**src/hw/rtl/project_points_pick_farthest_assert.svh**
```systemverilog
// Assertion macros for the point projector.
// Expects clk and rst_n in the scope of the use.
`ifndef PROJECT_POINTS_PICK_FARTHEST_ASSERT_SVH
`define PROJECT_POINTS_PICK_FARTHEST_ASSERT_SVH

// consequent must hold in the same cycle as the antecedent
`define PPPF_ASSERT_HOLDS(label, ante, cons, msg) \
    label: assert property (@(posedge clk) disable iff (!rst_n) (ante) |-> (cons)) \
        else $error(msg);

// consequent must hold in the cycle after the antecedent
`define PPPF_ASSERT_NEXT(label, ante, cons, msg) \
    label: assert property (@(posedge clk) disable iff (!rst_n) (ante) |=> (cons)) \
        else $error(msg);

`endif

```
**src/hw/rtl/pppf_pkg.sv**
```systemverilog
// Widths, codes and saturation helper for the point projector.
// No dependencies.
`default_nettype none

package pppf_pkg;

    localparam int FIELD_W     = 32;
    localparam int COORD_WIDTH = 32;
    localparam int VEC_W       = (COORD_WIDTH > FIELD_W) ? COORD_WIDTH : FIELD_W;
    localparam int COEF_W      = 32;
    localparam int CIDX_W      = 5;
    localparam int COEF_DEPTH  = 1 << CIDX_W;
    localparam int DIGIT_W     = 8;
    localparam int NUM_DIGITS  = VEC_W / DIGIT_W;
    localparam int DCNT_W      = (NUM_DIGITS > 1) ? $clog2(NUM_DIGITS) : 1;
    localparam int FRAC_BITS   = 16;
    localparam int PP_W        = COEF_W + DIGIT_W + 1;
    localparam int PROD_W      = COEF_W + VEC_W;
    localparam int TERM_W      = PROD_W - FRAC_BITS;
    localparam int SUM_W       = TERM_W + 2;
    localparam int LIM_W       = COORD_WIDTH + 5;
    localparam int QUOT_W      = FRAC_BITS + 1;
    localparam int QCNT_W      = $clog2(QUOT_W);
    localparam int SCREEN_W    = 19;
    localparam int DIST_W      = 31;

    localparam int    DEPTH_MIN = 3277;  // 0.05 in Q16.16
    localparam int    W_MIN     = 7;     // 0.0001 in Q16.16
    localparam int    ONE_Q     = 65536;
    localparam longint DIST_MAX = (64'sd1 <<< DIST_W) - 1;

    typedef enum logic {
        OP_LOAD  = 1'b0,
        OP_POINT = 1'b1
    } opcode_t;

    typedef enum logic {
        PH_EYE  = 1'b0,
        PH_CLIP = 1'b1
    } phase_t;

    localparam logic [1:0] AXIS_X = 2'd0;
    localparam logic [1:0] AXIS_Y = 2'd1;
    localparam logic [1:0] AXIS_Z = 2'd2;
    localparam logic [1:0] AXIS_W = 2'd3;

    typedef logic signed [COORD_WIDTH-1:0] coord_t;

    function automatic coord_t sat_coord(input logic signed [SUM_W-1:0] v);
        logic signed [SUM_W-1:0] hi;
        logic signed [SUM_W-1:0] lo;
        hi = {{(SUM_W-COORD_WIDTH+1){1'b0}}, {(COORD_WIDTH-1){1'b1}}};
        lo = ~hi;
        if (v > hi)
            return hi[COORD_WIDTH-1:0];
        else if (v < lo)
            return lo[COORD_WIDTH-1:0];
        else
            return v[COORD_WIDTH-1:0];
    endfunction

endpackage

`default_nettype wire

```
**src/hw/rtl/project_points_pick_farthest.sv**
```systemverilog
// Point projector that keeps the farthest visible point of a frame.
// Depends on pppf_pkg and project_points_pick_farthest_assert.svh.
// Usage:
//   Input channel (in_valid/in_ready) takes load requests (opcode 0) that
//   write one of 32 matrix coefficients, and point requests (opcode 1).
//   A load marked last arms the matrices; any other load disarms them.
//   A point marked last closes the frame and produces one result request on
//   out_valid/out_ready: found, distance, focus_u, focus_v (all zero when no
//   point of the frame was visible).
// Processing:
//   A load is taken in the idle state. A point does no arithmetic while the
//   matrices are not armed; otherwise 28 coefficient products run through one
//   32x8 digit-serial multiplier, one 8-bit digit per step and then an
//   accumulate step each. A new farthest point adds two 17-step restoring
//   divisions; a frame-closing point then emits. Until the point is done, in_ready stays low.
// Reset: clears the armed flag, the running best and the output register;
//   matrix coefficients stay undefined until loaded.
// Stall: the output register holds its result while out_ready is low; new
//   requests are still accepted, and only a later frame-closing point waits
//   for the output register to free up.
`default_nettype none

module project_points_pick_farthest
    import pppf_pkg::*;
(
    input  logic                        clk,
    input  logic                        rst_n,
    input  logic                        in_valid,
    output logic                        in_ready,
    input  logic                        opcode,
    input  logic [CIDX_W-1:0]           coef_index,
    input  logic signed [COEF_W-1:0]    coef_value,
    input  logic signed [FIELD_W-1:0]   point_x,
    input  logic signed [FIELD_W-1:0]   point_y,
    input  logic signed [FIELD_W-1:0]   point_z,
    input  logic signed [FIELD_W-1:0]   height_offset,
    input  logic                        last,
    output logic                        out_valid,
    input  logic                        out_ready,
    output logic                        found,
    output logic [DIST_W-1:0]           distance,
    output logic signed [SCREEN_W-1:0]  focus_u,
    output logic signed [SCREEN_W-1:0]  focus_v
);

`include "project_points_pick_farthest_assert.svh"

    typedef enum logic [2:0] {
        ST_IDLE,
        ST_START,
        ST_MUL,
        ST_ACC,
        ST_CHECK,
        ST_DIV,
        ST_EMIT
    } state_t;

    typedef enum logic {
        DIV_U = 1'b0,
        DIV_V = 1'b1
    } div_sel_t;

    // control
    state_t                     state_reg, state_next;
    phase_t                     phase_reg, phase_next;
    logic [1:0]                 row_reg, row_next;
    logic [1:0]                 term_reg, term_next;
    logic [DCNT_W-1:0]          digit_cnt_reg, digit_cnt_next;
    logic [QCNT_W-1:0]          div_cnt_reg, div_cnt_next;
    div_sel_t                   div_sel_reg, div_sel_next;
    logic                       last_reg, last_next;
    logic                       armed_reg, armed_next;
    logic                       best_found_reg, best_found_next;
    logic [DIST_W-1:0]          best_dist_reg, best_dist_next;
    logic signed [SCREEN_W-1:0] best_u_reg, best_u_next;
    logic signed [SCREEN_W-1:0] best_v_reg, best_v_next;
    logic                       out_valid_reg, out_valid_next;
    logic                       found_reg, found_next;
    logic [DIST_W-1:0]          distance_reg, distance_next;
    logic signed [SCREEN_W-1:0] focus_u_reg, focus_u_next;
    logic signed [SCREEN_W-1:0] focus_v_reg, focus_v_next;

    // datapath
    logic signed [COEF_W-1:0]   coef_mem [0:COEF_DEPTH-1];
    logic signed [COEF_W-1:0]   rd_data_reg;
    logic signed [VEC_W-1:0]    x_reg, y_reg;
    coord_t                     z_reg;
    coord_t                     e_reg [0:3];
    coord_t                     cx_reg, cy_reg, cw_reg;
    logic [VEC_W-1:0]           b_sh_reg;
    logic signed [PROD_W-1:0]   prod_reg;
    logic signed [SUM_W-1:0]    sum_reg;
    logic [DIST_W-1:0]          cand_dist_reg;
    logic signed [SCREEN_W-1:0] cand_u_reg;
    logic [COORD_WIDTH-1:0]     div_rem_reg;
    logic [QUOT_W-1:0]          div_q_reg;
    logic [QUOT_W-1:0]          div_bits_reg;
    logic                       div_neg_reg;

    logic                       in_acc, out_acc, emit_go;
    logic                       seq_done, last_term, last_digit, last_qbit;
    phase_t                     nxt_phase, sel_phase;
    logic [1:0]                 nxt_row, nxt_term, sel_row, sel_term;
    logic [CIDX_W-1:0]          rd_addr;
    logic signed [VEC_W-1:0]    vec_sel;
    logic [DIGIT_W-1:0]         digit;
    logic signed [DIGIT_W:0]    digit_s;
    logic signed [PP_W-1:0]     pp;
    logic signed [PROD_W-1:0]   prod_next;
    logic signed [TERM_W-1:0]   term_q;
    logic signed [SUM_W-1:0]    sum_acc;
    coord_t                     row_val;
    coord_t                     depth;
    logic signed [SUM_W-1:0]    depth_ext;
    logic [DIST_W-1:0]          d31;
    logic [COORD_WIDTH-1:0]     mag_x, mag_y, w_mag;
    logic [LIM_W-1:0]           lim_x, lim_y, lim_w;
    logic                       keep, better;
    logic [COORD_WIDTH:0]       div_r2, div_w, div_diff;
    logic                       div_ge;
    logic [QUOT_W-1:0]          q_full;
    logic signed [SCREEN_W-1:0] ndc, screen;

    assign in_ready  = (state_reg == ST_IDLE);
    assign in_acc    = in_valid && in_ready;
    assign out_acc   = out_valid_reg && out_ready;
    assign emit_go   = !out_valid_reg || out_ready;
    assign out_valid = out_valid_reg;
    assign found     = found_reg;
    assign distance  = distance_reg;
    assign focus_u   = focus_u_reg;
    assign focus_v   = focus_v_reg;

    // ---------------- product sequencing ----------------
    assign last_term  = (term_reg == AXIS_W);
    assign last_digit = (digit_cnt_reg == DCNT_W'(NUM_DIGITS - 1));
    assign last_qbit  = (div_cnt_reg == QCNT_W'(QUOT_W - 1));

    // eye space: four rows; clip space: rows x, y and w only
    always_comb
    begin
        nxt_phase = phase_reg;
        nxt_row   = row_reg;
        nxt_term  = term_reg + 2'd1;
        seq_done  = 1'b0;
        if (last_term)
        begin
            nxt_term = AXIS_X;
            if (phase_reg == PH_EYE)
            begin
                if (row_reg == AXIS_W)
                begin
                    nxt_phase = PH_CLIP;
                    nxt_row   = AXIS_X;
                end
                else
                begin
                    nxt_row = row_reg + 2'd1;
                end
            end
            else
            begin
                unique case (row_reg)
                    AXIS_X:  nxt_row = AXIS_Y;
                    AXIS_Y:  nxt_row = AXIS_W;
                    default: seq_done = 1'b1;
                endcase
            end
        end
    end

    // the accumulate cycle already fetches for the next product
    assign sel_phase = (state_reg == ST_ACC) ? nxt_phase : phase_reg;
    assign sel_row   = (state_reg == ST_ACC) ? nxt_row   : row_reg;
    assign sel_term  = (state_reg == ST_ACC) ? nxt_term  : term_reg;
    assign rd_addr   = {sel_phase, sel_term, sel_row};  // column-major

    always_comb
    begin
        if (sel_phase == PH_EYE)
        begin
            unique case (sel_term)
                AXIS_X:  vec_sel = x_reg;
                AXIS_Y:  vec_sel = y_reg;
                AXIS_Z:  vec_sel = VEC_W'(z_reg);
                default: vec_sel = VEC_W'(ONE_Q);
            endcase
        end
        else
        begin
            vec_sel = VEC_W'(e_reg[sel_term]);
        end
    end

    // MSB digit first (signed), Horner accumulation
    assign digit     = b_sh_reg[VEC_W-1 -: DIGIT_W];
    assign digit_s   = (digit_cnt_reg == '0) ? $signed({digit[DIGIT_W-1], digit})
                                             : $signed({1'b0, digit});
    assign pp        = rd_data_reg * digit_s;
    assign prod_next = (prod_reg <<< DIGIT_W) + PROD_W'(pp);
    assign term_q    = prod_reg[PROD_W-1:FRAC_BITS];  // floor of product / 2^16
    assign sum_acc   = sum_reg + SUM_W'(term_q);
    assign row_val   = sat_coord(sum_acc);

    // ---------------- visibility test ----------------
    assign depth     = sat_coord(-SUM_W'(e_reg[AXIS_Z]));
    assign depth_ext = SUM_W'(depth);
    assign d31       = (depth_ext > SUM_W'(DIST_MAX)) ? DIST_W'(DIST_MAX)
                                                      : depth_ext[DIST_W-1:0];
    assign mag_x     = cx_reg[COORD_WIDTH-1] ? COORD_WIDTH'(-cx_reg) : COORD_WIDTH'(cx_reg);
    assign mag_y     = cy_reg[COORD_WIDTH-1] ? COORD_WIDTH'(-cy_reg) : COORD_WIDTH'(cy_reg);
    assign w_mag     = COORD_WIDTH'(cw_reg);
    // |ndc| <= 1.15 as 20*|c| <= 23*w
    assign lim_x     = (LIM_W'(mag_x) << 4) + (LIM_W'(mag_x) << 2);
    assign lim_y     = (LIM_W'(mag_y) << 4) + (LIM_W'(mag_y) << 2);
    assign lim_w     = (LIM_W'(w_mag) << 4) + (LIM_W'(w_mag) << 2)
                     + (LIM_W'(w_mag) << 1) + LIM_W'(w_mag);
    assign keep      = (depth >= coord_t'(DEPTH_MIN)) && (cw_reg >= coord_t'(W_MIN))
                     && (lim_x <= lim_w) && (lim_y <= lim_w);
    assign better    = !best_found_reg || (d31 > best_dist_reg);

    // ---------------- restoring divider, one quotient bit per cycle ----------------
    assign div_r2   = {div_rem_reg, div_bits_reg[QUOT_W-1]};
    assign div_w    = {1'b0, w_mag};
    assign div_diff = div_r2 - div_w;
    assign div_ge   = (div_r2 >= div_w);
    assign q_full   = {div_q_reg[QUOT_W-2:0], div_ge};
    assign ndc      = div_neg_reg ? -$signed(SCREEN_W'(q_full)) : $signed(SCREEN_W'(q_full));
    assign screen   = (ndc + SCREEN_W'(ONE_Q)) >>> 1;

    // ---------------- control ----------------
    always_comb
    begin
        state_next      = state_reg;
        phase_next      = phase_reg;
        row_next        = row_reg;
        term_next       = term_reg;
        digit_cnt_next  = digit_cnt_reg;
        div_cnt_next    = div_cnt_reg;
        div_sel_next    = div_sel_reg;
        last_next       = last_reg;
        armed_next      = armed_reg;
        best_found_next = best_found_reg;
        best_dist_next  = best_dist_reg;
        best_u_next     = best_u_reg;
        best_v_next     = best_v_reg;
        out_valid_next  = out_valid_reg;
        found_next      = found_reg;
        distance_next   = distance_reg;
        focus_u_next    = focus_u_reg;
        focus_v_next    = focus_v_reg;

        if (out_acc)
            out_valid_next = 1'b0;

        unique case (state_reg)
            ST_IDLE:
            begin
                if (in_acc)
                begin
                    if (opcode == OP_LOAD)
                    begin
                        armed_next = last;
                    end
                    else
                    begin
                        last_next = last;
                        if (armed_reg)
                        begin
                            state_next = ST_START;
                            phase_next = PH_EYE;
                            row_next   = AXIS_X;
                            term_next  = AXIS_X;
                        end
                        else if (last)
                        begin
                            state_next = ST_EMIT;
                        end
                    end
                end
            end
            ST_START:
            begin
                digit_cnt_next = '0;
                state_next     = ST_MUL;
            end
            ST_MUL:
            begin
                digit_cnt_next = digit_cnt_reg + 1'b1;
                if (last_digit)
                    state_next = ST_ACC;
            end
            ST_ACC:
            begin
                digit_cnt_next = '0;
                phase_next     = nxt_phase;
                row_next       = nxt_row;
                term_next      = nxt_term;
                state_next     = seq_done ? ST_CHECK : ST_MUL;
            end
            ST_CHECK:
            begin
                div_cnt_next = '0;
                div_sel_next = DIV_U;
                if (keep && better)
                    state_next = ST_DIV;
                else
                    state_next = last_reg ? ST_EMIT : ST_IDLE;
            end
            ST_DIV:
            begin
                div_cnt_next = div_cnt_reg + 1'b1;
                if (last_qbit)
                begin
                    div_cnt_next = '0;
                    if (div_sel_reg == DIV_U)
                    begin
                        div_sel_next = DIV_V;
                    end
                    else
                    begin
                        best_found_next = 1'b1;
                        best_dist_next  = cand_dist_reg;
                        best_u_next     = cand_u_reg;
                        best_v_next     = screen;
                        state_next      = last_reg ? ST_EMIT : ST_IDLE;
                    end
                end
            end
            ST_EMIT:
            begin
                if (emit_go)
                begin
                    out_valid_next  = 1'b1;
                    found_next      = best_found_reg;
                    distance_next   = best_dist_reg;
                    focus_u_next    = best_u_reg;
                    focus_v_next    = best_v_reg;
                    best_found_next = 1'b0;
                    best_dist_next  = '0;
                    best_u_next     = '0;
                    best_v_next     = '0;
                    state_next      = ST_IDLE;
                end
            end
            default:
            begin
                state_next = ST_IDLE;
            end
        endcase
    end

    always_ff @(posedge clk or negedge rst_n)
    begin
        if (!rst_n)
        begin
            state_reg      <= ST_IDLE;
            phase_reg      <= PH_EYE;
            row_reg        <= AXIS_X;
            term_reg       <= AXIS_X;
            digit_cnt_reg  <= '0;
            div_cnt_reg    <= '0;
            div_sel_reg    <= DIV_U;
            last_reg       <= 1'b0;
            armed_reg      <= 1'b0;
            best_found_reg <= 1'b0;
            best_dist_reg  <= '0;
            best_u_reg     <= '0;
            best_v_reg     <= '0;
            out_valid_reg  <= 1'b0;
            found_reg      <= 1'b0;
            distance_reg   <= '0;
            focus_u_reg    <= '0;
            focus_v_reg    <= '0;
        end
        else
        begin
            state_reg      <= state_next;
            phase_reg      <= phase_next;
            row_reg        <= row_next;
            term_reg       <= term_next;
            digit_cnt_reg  <= digit_cnt_next;
            div_cnt_reg    <= div_cnt_next;
            div_sel_reg    <= div_sel_next;
            last_reg       <= last_next;
            armed_reg      <= armed_next;
            best_found_reg <= best_found_next;
            best_dist_reg  <= best_dist_next;
            best_u_reg     <= best_u_next;
            best_v_reg     <= best_v_next;
            out_valid_reg  <= out_valid_next;
            found_reg      <= found_next;
            distance_reg   <= distance_next;
            focus_u_reg    <= focus_u_next;
            focus_v_reg    <= focus_v_next;
        end
    end

    // ---------------- coefficient memory ----------------
    always_ff @(posedge clk)
    begin
        if (in_acc && (opcode == OP_LOAD))
            coef_mem[coef_index] <= coef_value;
    end

    always_ff @(posedge clk)
    begin
        rd_data_reg <= coef_mem[rd_addr];
    end

    // ---------------- datapath registers ----------------
    always_ff @(posedge clk)
    begin
        if (in_acc && (opcode == OP_POINT))
        begin
            x_reg <= VEC_W'(point_x);
            y_reg <= VEC_W'(point_y);
            z_reg <= sat_coord(SUM_W'(point_z) + SUM_W'(height_offset));
        end

        unique case (state_reg)
            ST_START:
            begin
                b_sh_reg <= vec_sel;
                prod_reg <= '0;
                sum_reg  <= '0;
            end
            ST_MUL:
            begin
                prod_reg <= prod_next;
                b_sh_reg <= b_sh_reg << DIGIT_W;
            end
            ST_ACC:
            begin
                prod_reg <= '0;
                b_sh_reg <= vec_sel;
                if (last_term)
                begin
                    sum_reg <= '0;
                    if (phase_reg == PH_EYE)
                    begin
                        e_reg[row_reg] <= row_val;
                    end
                    else
                    begin
                        unique case (row_reg)
                            AXIS_X:  cx_reg <= row_val;
                            AXIS_Y:  cy_reg <= row_val;
                            default: cw_reg <= row_val;
                        endcase
                    end
                end
                else
                begin
                    sum_reg <= sum_acc;
                end
            end
            ST_CHECK:
            begin
                cand_dist_reg <= d31;
                // mag <= 1.15*w whenever the division runs, so mag/2 already sits below the divisor
                div_rem_reg   <= mag_x >> 1;
                div_bits_reg  <= {mag_x[0], {FRAC_BITS{1'b0}}};
                div_q_reg     <= '0;
                div_neg_reg   <= cx_reg[COORD_WIDTH-1];
            end
            ST_DIV:
            begin
                if (last_qbit && (div_sel_reg == DIV_U))
                begin
                    cand_u_reg   <= screen;
                    div_rem_reg  <= mag_y >> 1;
                    div_bits_reg <= {mag_y[0], {FRAC_BITS{1'b0}}};
                    div_q_reg    <= '0;
                    div_neg_reg  <= cy_reg[COORD_WIDTH-1];
                end
                else
                begin
                    div_rem_reg  <= div_ge ? div_diff[COORD_WIDTH-1:0]
                                           : div_r2[COORD_WIDTH-1:0];
                    div_bits_reg <= div_bits_reg << 1;
                    div_q_reg    <= q_full;
                end
            end
            default:
            begin
            end
        endcase
    end

    // ---------------- assertions ----------------
    `PPPF_ASSERT_HOLDS(a_div_rem_below_w, state_reg == ST_DIV, div_rem_reg < w_mag, "divider remainder reached divisor")
    `PPPF_ASSERT_HOLDS(a_empty_result_zero, out_valid_reg && !found_reg, distance_reg == '0 && focus_u_reg == '0 && focus_v_reg == '0, "empty result carries nonzero fields")
    `PPPF_ASSERT_NEXT(a_best_cleared_on_emit, state_reg == ST_EMIT && emit_go, !best_found_reg && best_dist_reg == '0 && out_valid_reg, "running best not cleared on emit")
    `PPPF_ASSERT_HOLDS(a_best_depth_floor, best_found_reg, best_dist_reg >= DIST_W'(DEPTH_MIN), "kept point below depth limit")

endmodule

`default_nettype wire
```
**config.mk**
```make
export PLATFORM = sky130hd
export DESIGN_NAME = project_points_pick_farthest
export DESIGN_NICKNAME = d
export VERILOG_FILES = /design/src/hw/rtl/pppf_pkg.sv /design/src/hw/rtl/project_points_pick_farthest.sv
export VERILOG_INCLUDE_DIRS = /design/src /design/src/hw/rtl
export SDC_FILE = /design/constraint.sdc
export NUM_CORES = 2
export LEC_CHECK = 0
export BUFFER_PORTS_ARGS = -buffer_cell sky130_fd_sc_hd__buf_2
export CORE_ASPECT_RATIO = 2
export CORE_MARGIN = 2
export CORE_UTILIZATION = 35
export DETAILED_ROUTE_END_ITERATION = 7
export SLEW_MARGIN = 0
export SYNTH_ARGS = -nofsm -noshare
export SYNTH_HDL_FRONTEND = slang
export SYNTH_SLANG_ARGS = --single-unit
export TNS_END_PERCENT = 10
```
**constraint.sdc**
```tcl
create_clock -name clk -period 20 [get_ports clk]
set_clock_uncertainty 0.15 [all_clocks]
set_input_delay 3 -clock clk [delete_from_list [all_inputs] [get_ports clk]]
set_output_delay 3 -clock clk [all_outputs]
set_load 0.05 [all_outputs]
```
### Word-level counts from Yosys, hierarchy flattened

Memory sizes are Yosys's and may differ from the RTL's. A register that Yosys moved wholly into a read port is not among the register bits.
Index checks and enable logic that the tools add are counted.

| word-level totals | value |
|---|---|
| register bits after elaboration | 612 |
| memory bits (writable) | 1152 |
| bits of input ports | 171 |
| output and inout port bits | 72 |
| logic and storage cells | 217 |
| memories kept | 2 |

| operators by class | value |
|---|---|
| add/subtract/negate cells | 18 |
| multiply operators | 1 |
| magnitude comparators | 13 |
| eq/ne operators | 22 |
| muxes and demuxes | 89 |
| bitwise logic cells | 3 |
| reduce and logical (&&, ||, !) cells | 36 |

Memory list:

| name | words | bits a word | rd ports | clocked after Yosys merged registers in | write ports | RTL line | source |
|---|---|---|---|---|---|---|---|
| coef_mem | 32 | 32 | 1 | 1 | 1 | project_points_pick_farthest.sv:84 | `logic signed [COEF_W-1:0] coef_mem [0:COEF_DEPTH-1];` |
| e_reg | 4 | 32 | 2 | 0 | 1 | project_points_pick_farthest.sv:88 | `coord_t e_reg [0:3];` |

Operators by type and width:

| operator | count |
|---|---|
| two-way mux 32 bit | 10 |
| one-hot mux 32 bit (2 select lines) | 2 |
| one-hot mux 64 bit (2 select lines) | 1 |
| two-way mux 31 bit | 4 |
| two-way mux 19 bit | 6 |
| adder 36 x 34 -> 37 bit | 3 |
| greater-than comparator 50 x 32 -> 1 bit (second input constant) | 2 |
| < comparator 50 x 32 -> 1 bit (second input constant) | 2 |
| one-hot mux 50 bit (2 select lines) | 1 |
| one-hot mux 32 bit (3 select lines) | 1 |
| one-hot mux 19 bit (2 select lines) | 2 |
| less-or-equal comparator 37 bit | 2 |
| adder 64 x 41 -> 64 bit | 1 |
| negation 32 bit | 2 |
| one-hot mux 31 bit (2 select lines) | 1 |
| adder 50 x 48 -> 50 bit | 1 |
| two-way mux 50 bit | 1 |
| negation 32 -> 50 bit | 1 |
| multiplier 32 x 9 -> 41 bit | 1 |
| adder 37 x 32 -> 37 bit | 1 |
| adder 37 x 33 -> 37 bit | 1 |
| one-hot mux 17 bit (2 select lines) | 1 |
| adder 32 x 32 -> 33 bit | 1 |
| greater-or-equal comparator 33 x 32 -> 1 bit | 1 |
| other kinds (44) | 133 |

### Logic depth before layout (Yosys ltp)

An unclocked memory read counts as a cell.

| logic depth | value |
|---|---|
| depth after elaboration | 12 |
| gate-level depth with buffers | 30 |
| mapped depth without buffers | 30 |

### Worst setup path before layout

Ideal clock, no wire load.

| path | value |
|---|---|
| path kind | input to register |
| start | in opcode |
| end | reg last_reg |
| setup time | 0.085 ns |
| data arrival time | 7.792 ns |
| data required time | 19.765 ns |
| slack | 11.973 ns |
| stages | 3 |
| path buffers | 0 |
| cell sequence | nand2_1 -> nor2_1 -> mux2_2 |

| between the ends | value |
|---|---|
| longest elaborated chain between the ends | 1 |

RTL lines:

| item | RTL line | source |
|---|---|---|
| start, declared | project_points_pick_farthest.sv:30 | `input logic opcode,` |
| AND reduction 3 bit (no line) | - |  |
| end signal, assigned | project_points_pick_farthest.sv:385 | `last_reg <= last_next;` |
| end, declared | project_points_pick_farthest.sv:71 | `logic last_reg, last_next;` |

No other way between the ends.
A chain may end at the register's enable or synchronous reset.

### Worst setup path after layout

| path | value |
|---|---|
| start | reg cy_reg[3] |
| end | reg state_reg[1] |

| between the ends | value |
|---|---|
| longest elaborated chain between the ends | 8 |

RTL lines:

| item | RTL line | source |
|---|---|---|
| start, declared | project_points_pick_farthest.sv:89 | `coord_t cx_reg, cy_reg, cw_reg;` |
| start signal, assigned | project_points_pick_farthest.sv:448 | `AXIS_Y: cy_reg <= row_val;` |
| negation 32 bit | project_points_pick_farthest.sv:211 | `assign mag_y = cy_reg[COORD_WIDTH-1] ? COORD_WIDTH'(-cy_reg) : COORD_WIDTH'(cy_reg);` |
| two-way mux 32 bit (*) | project_points_pick_farthest.sv:211 |  |
| adder 36 x 34 -> 37 bit (*) | project_points_pick_farthest.sv:215 | `assign lim_y = (LIM_W'(mag_y) << 4) + (LIM_W'(mag_y) << 2);` |
| less-or-equal comparator 37 bit (*) | project_points_pick_farthest.sv:219 | `&& (lim_x <= lim_w) && (lim_y <= lim_w);` |
| logical AND 1 bit (*) | project_points_pick_farthest.sv:219 |  |
| logical AND 1 bit (*) | project_points_pick_farthest.sv:305 | `if (keep && better)` |
| two-way mux 3 bit (*) | project_points_pick_farthest.sv:305 |  |
| one-hot mux 3 bit (7 select lines) (*) | project_points_pick_farthest.sv:256 | `unique case (state_reg)` |
| end signal, assigned | project_points_pick_farthest.sv:378 | `state_reg <= state_next;` |
| end, declared | project_points_pick_farthest.sv:64 | `state_t state_reg, state_next;` |

Mark *: on every way between the ends. The rest lies on a longest branch, timed or not.

==> reports/metrics.cfg <==
[setup_path]
worst-r2r-setup-slack_ns = 10.86
crit_path_start_kind = flop
r2r_cells = 29
crit_type = flop to flop
critical_path.max_stage_delay_ns = 0.79
crit_buf_inv = 0
worstReg2RegStart = cy_reg[3]
cp.required_ns = 20.60
critPathCaptureType = flop
critPathTopFamily = compound AO/OA/AOI/OAI gates
reg2reg_to = state_reg[1]
crit_arrival_ns = 9.74
critPathMaxFanout = 5
crit_slowest_cell = o41ai_2

[yosys]
avgSynthCellArea_um2 = 11.03
postSynth.asyncResetShare_pct = 8.727
synth_edf_count = 1589
syn_inst = 8865
synth_seq_cells = 1776
ys_types = 83
synth_flop_cell = edfxtp_1
yosysSeqAreaShare_pct = 53.42
syn_area_mm2 = 0.09778
yosysWarnings = 0
syn_nets = 9873

[clocking]
cts_buffer_depth = 4
numCtsBuffers = 177
htree_levels = 4
post_cts_buffers = 0
cts_root_buf = clkbuf_16
cts.repair.resized = 0
clkTransAtPathRegs_ns = 0.08
ctsHoldBuffers = 0
clk-insertion-delay-late_ns = 0.87
cts.sinks = 1776
cts_tree = done

[hold_path]
min_from = best_u_reg[11]
hp-class = flop to flop
hold-path-endpoint = best_u_reg[11]
holdPathStages = 2

[die]
coreArea_mm2 = 0.2780
die_h_um = 751.5
num_rows = 274
dieArea_mm2 = 0.2839
start_util_pct = 35.17
dieWidth_um = 377.7
io_pins = 243

[global_routing]
grt_pass1_wl_um = 482200
gr-max-usage-layer = met2
grt_pass1_vias = 72750
use_met1_pct = 23.14
grtUsageTotal_pct = 23.15
grt_overflow = 0
grt_max_degree = 152
use_met2_pct = 43.36
grt_antenna_before_repair = 48
met3_usage_pct = 3.119

[power_and_ir_drop]
combinationalPowerShare_pct = 2.0
ir_worst_vdd_uv = 74.94
power.density_mw_per_mm2 = 70.21
pwr-share-clk_pct = 45.6
power.total_mw = 7.691
intPower_mw = 6.065
power_switching_share_pct = 21.13
p_leak_nw = 42.59
p_sw_mw = 1.625
seqPwrFrac_pct = 52.4

[placement]
gp_congestion = 0.9771
place_ws_ns = 10.66
dp_cells = 12510
dpl.hpwl_um = 233500
port-buffer-count = 242

[timing]
drv_slew = 2
hold_viol = 0
rsz0062_at_grt = false
fmax_mhz = 109.4
worst-slew-pin-transition_ns = 1.501
setup-violations-final = 0
relSlewSlack_pct = -1.128
finalCritPeriodShare_pct = 45.71
finalSetupTns_ns = 0
worst_slack_ns = 10.86
period_minus_slack_ns = 9.141

[outcome]
violations = max-capacitance violations, max-slew violations
outcome = finished, violations left

[routing]
ant_nets = 0
vias = 71320
drc_errors = 0
via_per_inst = 5.552
wl_per_cell_um = 25.97
dr.pass1.iters = 6
wl_um = 333600
drt_iter0_drc = 5977

[run]
max_cap_viol_count = 1

[cells_and_area]
drive_above_1_share_pct = 9.106
instances_no_fill = 12850
post-route-util_pct = 39.40
largest_register_ffs = 1024
nets = 9975
syn2layout_area_growth_pct = 12.03

-- cells in the final DEF, fill, tap and decap left out, types with 44 or more instances in the layout --
master,n
a31oi_1,86
nand2_1,1775
ha_1,461
nor2_1,353
buf_4,134
nand2b_1,59
nor3_1,61
and2_1,119
nand3_1,663
a311oi_1,162
or2_2,50
fa_1,375
edfxtp_1,1589
buf_2,241
dfrtp_1,155
xnor2_1,218
inv_1,413
clkbuf_16,177
xor2_1,124
a21o_1,198
nand4_1,62
and3_1,114
o21a_1,50
o31ai_1,44
a21oi_1,360
o21ai_0,333
-- cells by family after synthesis --
logic type,Yosys count,share of synthesized area (%)
and+or+nand+nor,3454,15.75
DFF,1776,53.42
AOI/OAI and AO/OA,1522,10.16
buffers and inverters,880,3.392
adders and majority gates,842,13.65
xor gates and xnor gates,342,3.063
muxes,49,0.5554
-- worst max path at each step --
| stage | from | end | slack, ns | depth (start not counted) |
|---|---|---|---|---|
| final | cy_reg[3] | state_reg[1] | 10.86 | 29 |
| after global routing | cy_reg[3] | state_reg[1] | 10.49 | 29 |
| after CTS | cy_reg[3] | state_reg[1] | 10.61 | 29 |
| after detailed placement | cy_reg[3] | state_reg[1] | 10.66 | 29 |
| after global placement | cw_reg[0] | state_reg[1] | 10.46 | 26 |
| after floorplan | opcode | last_reg | 11.97 | 3 |
-- Yosys cell counts, drive strengths merged (124+ instances only) --
library cell | n | share of area [%]
nor2 | 391 | 1.5
o21ai | 358 | 1.8
inv | 414 | 1.6
xor2 | 124 | 1.1
a21oi | 363 | 1.9
nand3 | 663 | 3.4
edfxtp | 1589 | 49
fa | 376 | 7.7
clkbuf | 414 | 1.6
a21o | 202 | 1.6
xnor2 | 218 | 2.0
dfrtp | 155 | 4.0
nand2 | 1777 | 6.8
ha | 461 | 5.9
a311oi | 162 | 1.5
-- metrics by stage --
step | hold WS (ns) | instance area, um2
floorplan | 0.2960 | 97780
global placement | 0.3109 | 103500
detailed placement | 0.3180 | 103500
CTS | 0.3327 | 109500
global route | 0.3462 | 109500
finish | 0.3270 | 109500
-- layer usage --
metal / share of wire, % / vias up
met5: 0.052 / -
met4: 8.7 / 26
met3: 5.6 / 1098
met2: 53 / 2798
met1: 33 / 35580
li1: - / 31820
-- final cells by class --
class	count	area, um2
clock buffers	207	4592
clock inverters	109	1363
inverters	417	1573
well taps	3726	4662
fillers	26640	168500
diodes	16	40.04
flip-flops and latches	1776	52240
multi-input cells	6209	42670
repair buffers	386	2402
-- worst register-to-register path: cells and delay by family, from the launching register on --
family	cells	cell delay [ns]
XOR/XNOR	2	0.33
AND/OR/NAND/NOR	9	3.21
flip-flops	1	0.46
AO/OA/AOI/OAI	15	3.91
adder cells (fa/ha/maj)	2	0.67
multiplexers	1	0.28
-- power by group through the flow --
stage / clock network, mW / registers [mW] / logic [mW]
6_report: 3.51 / 4.03 / 0.154
2_1_floorplan: 0 / 4.11 / 0.0558
5_1_grt: 3.69 / 4.02 / 0.167
3_3_place_gp: 0 / 4.11 / 0.149
3_5_place_dp: 0 / 4.11 / 0.153
4_1_cts: 3.57 / 4.03 / 0.154
Power figures use the tool's default switching activity.
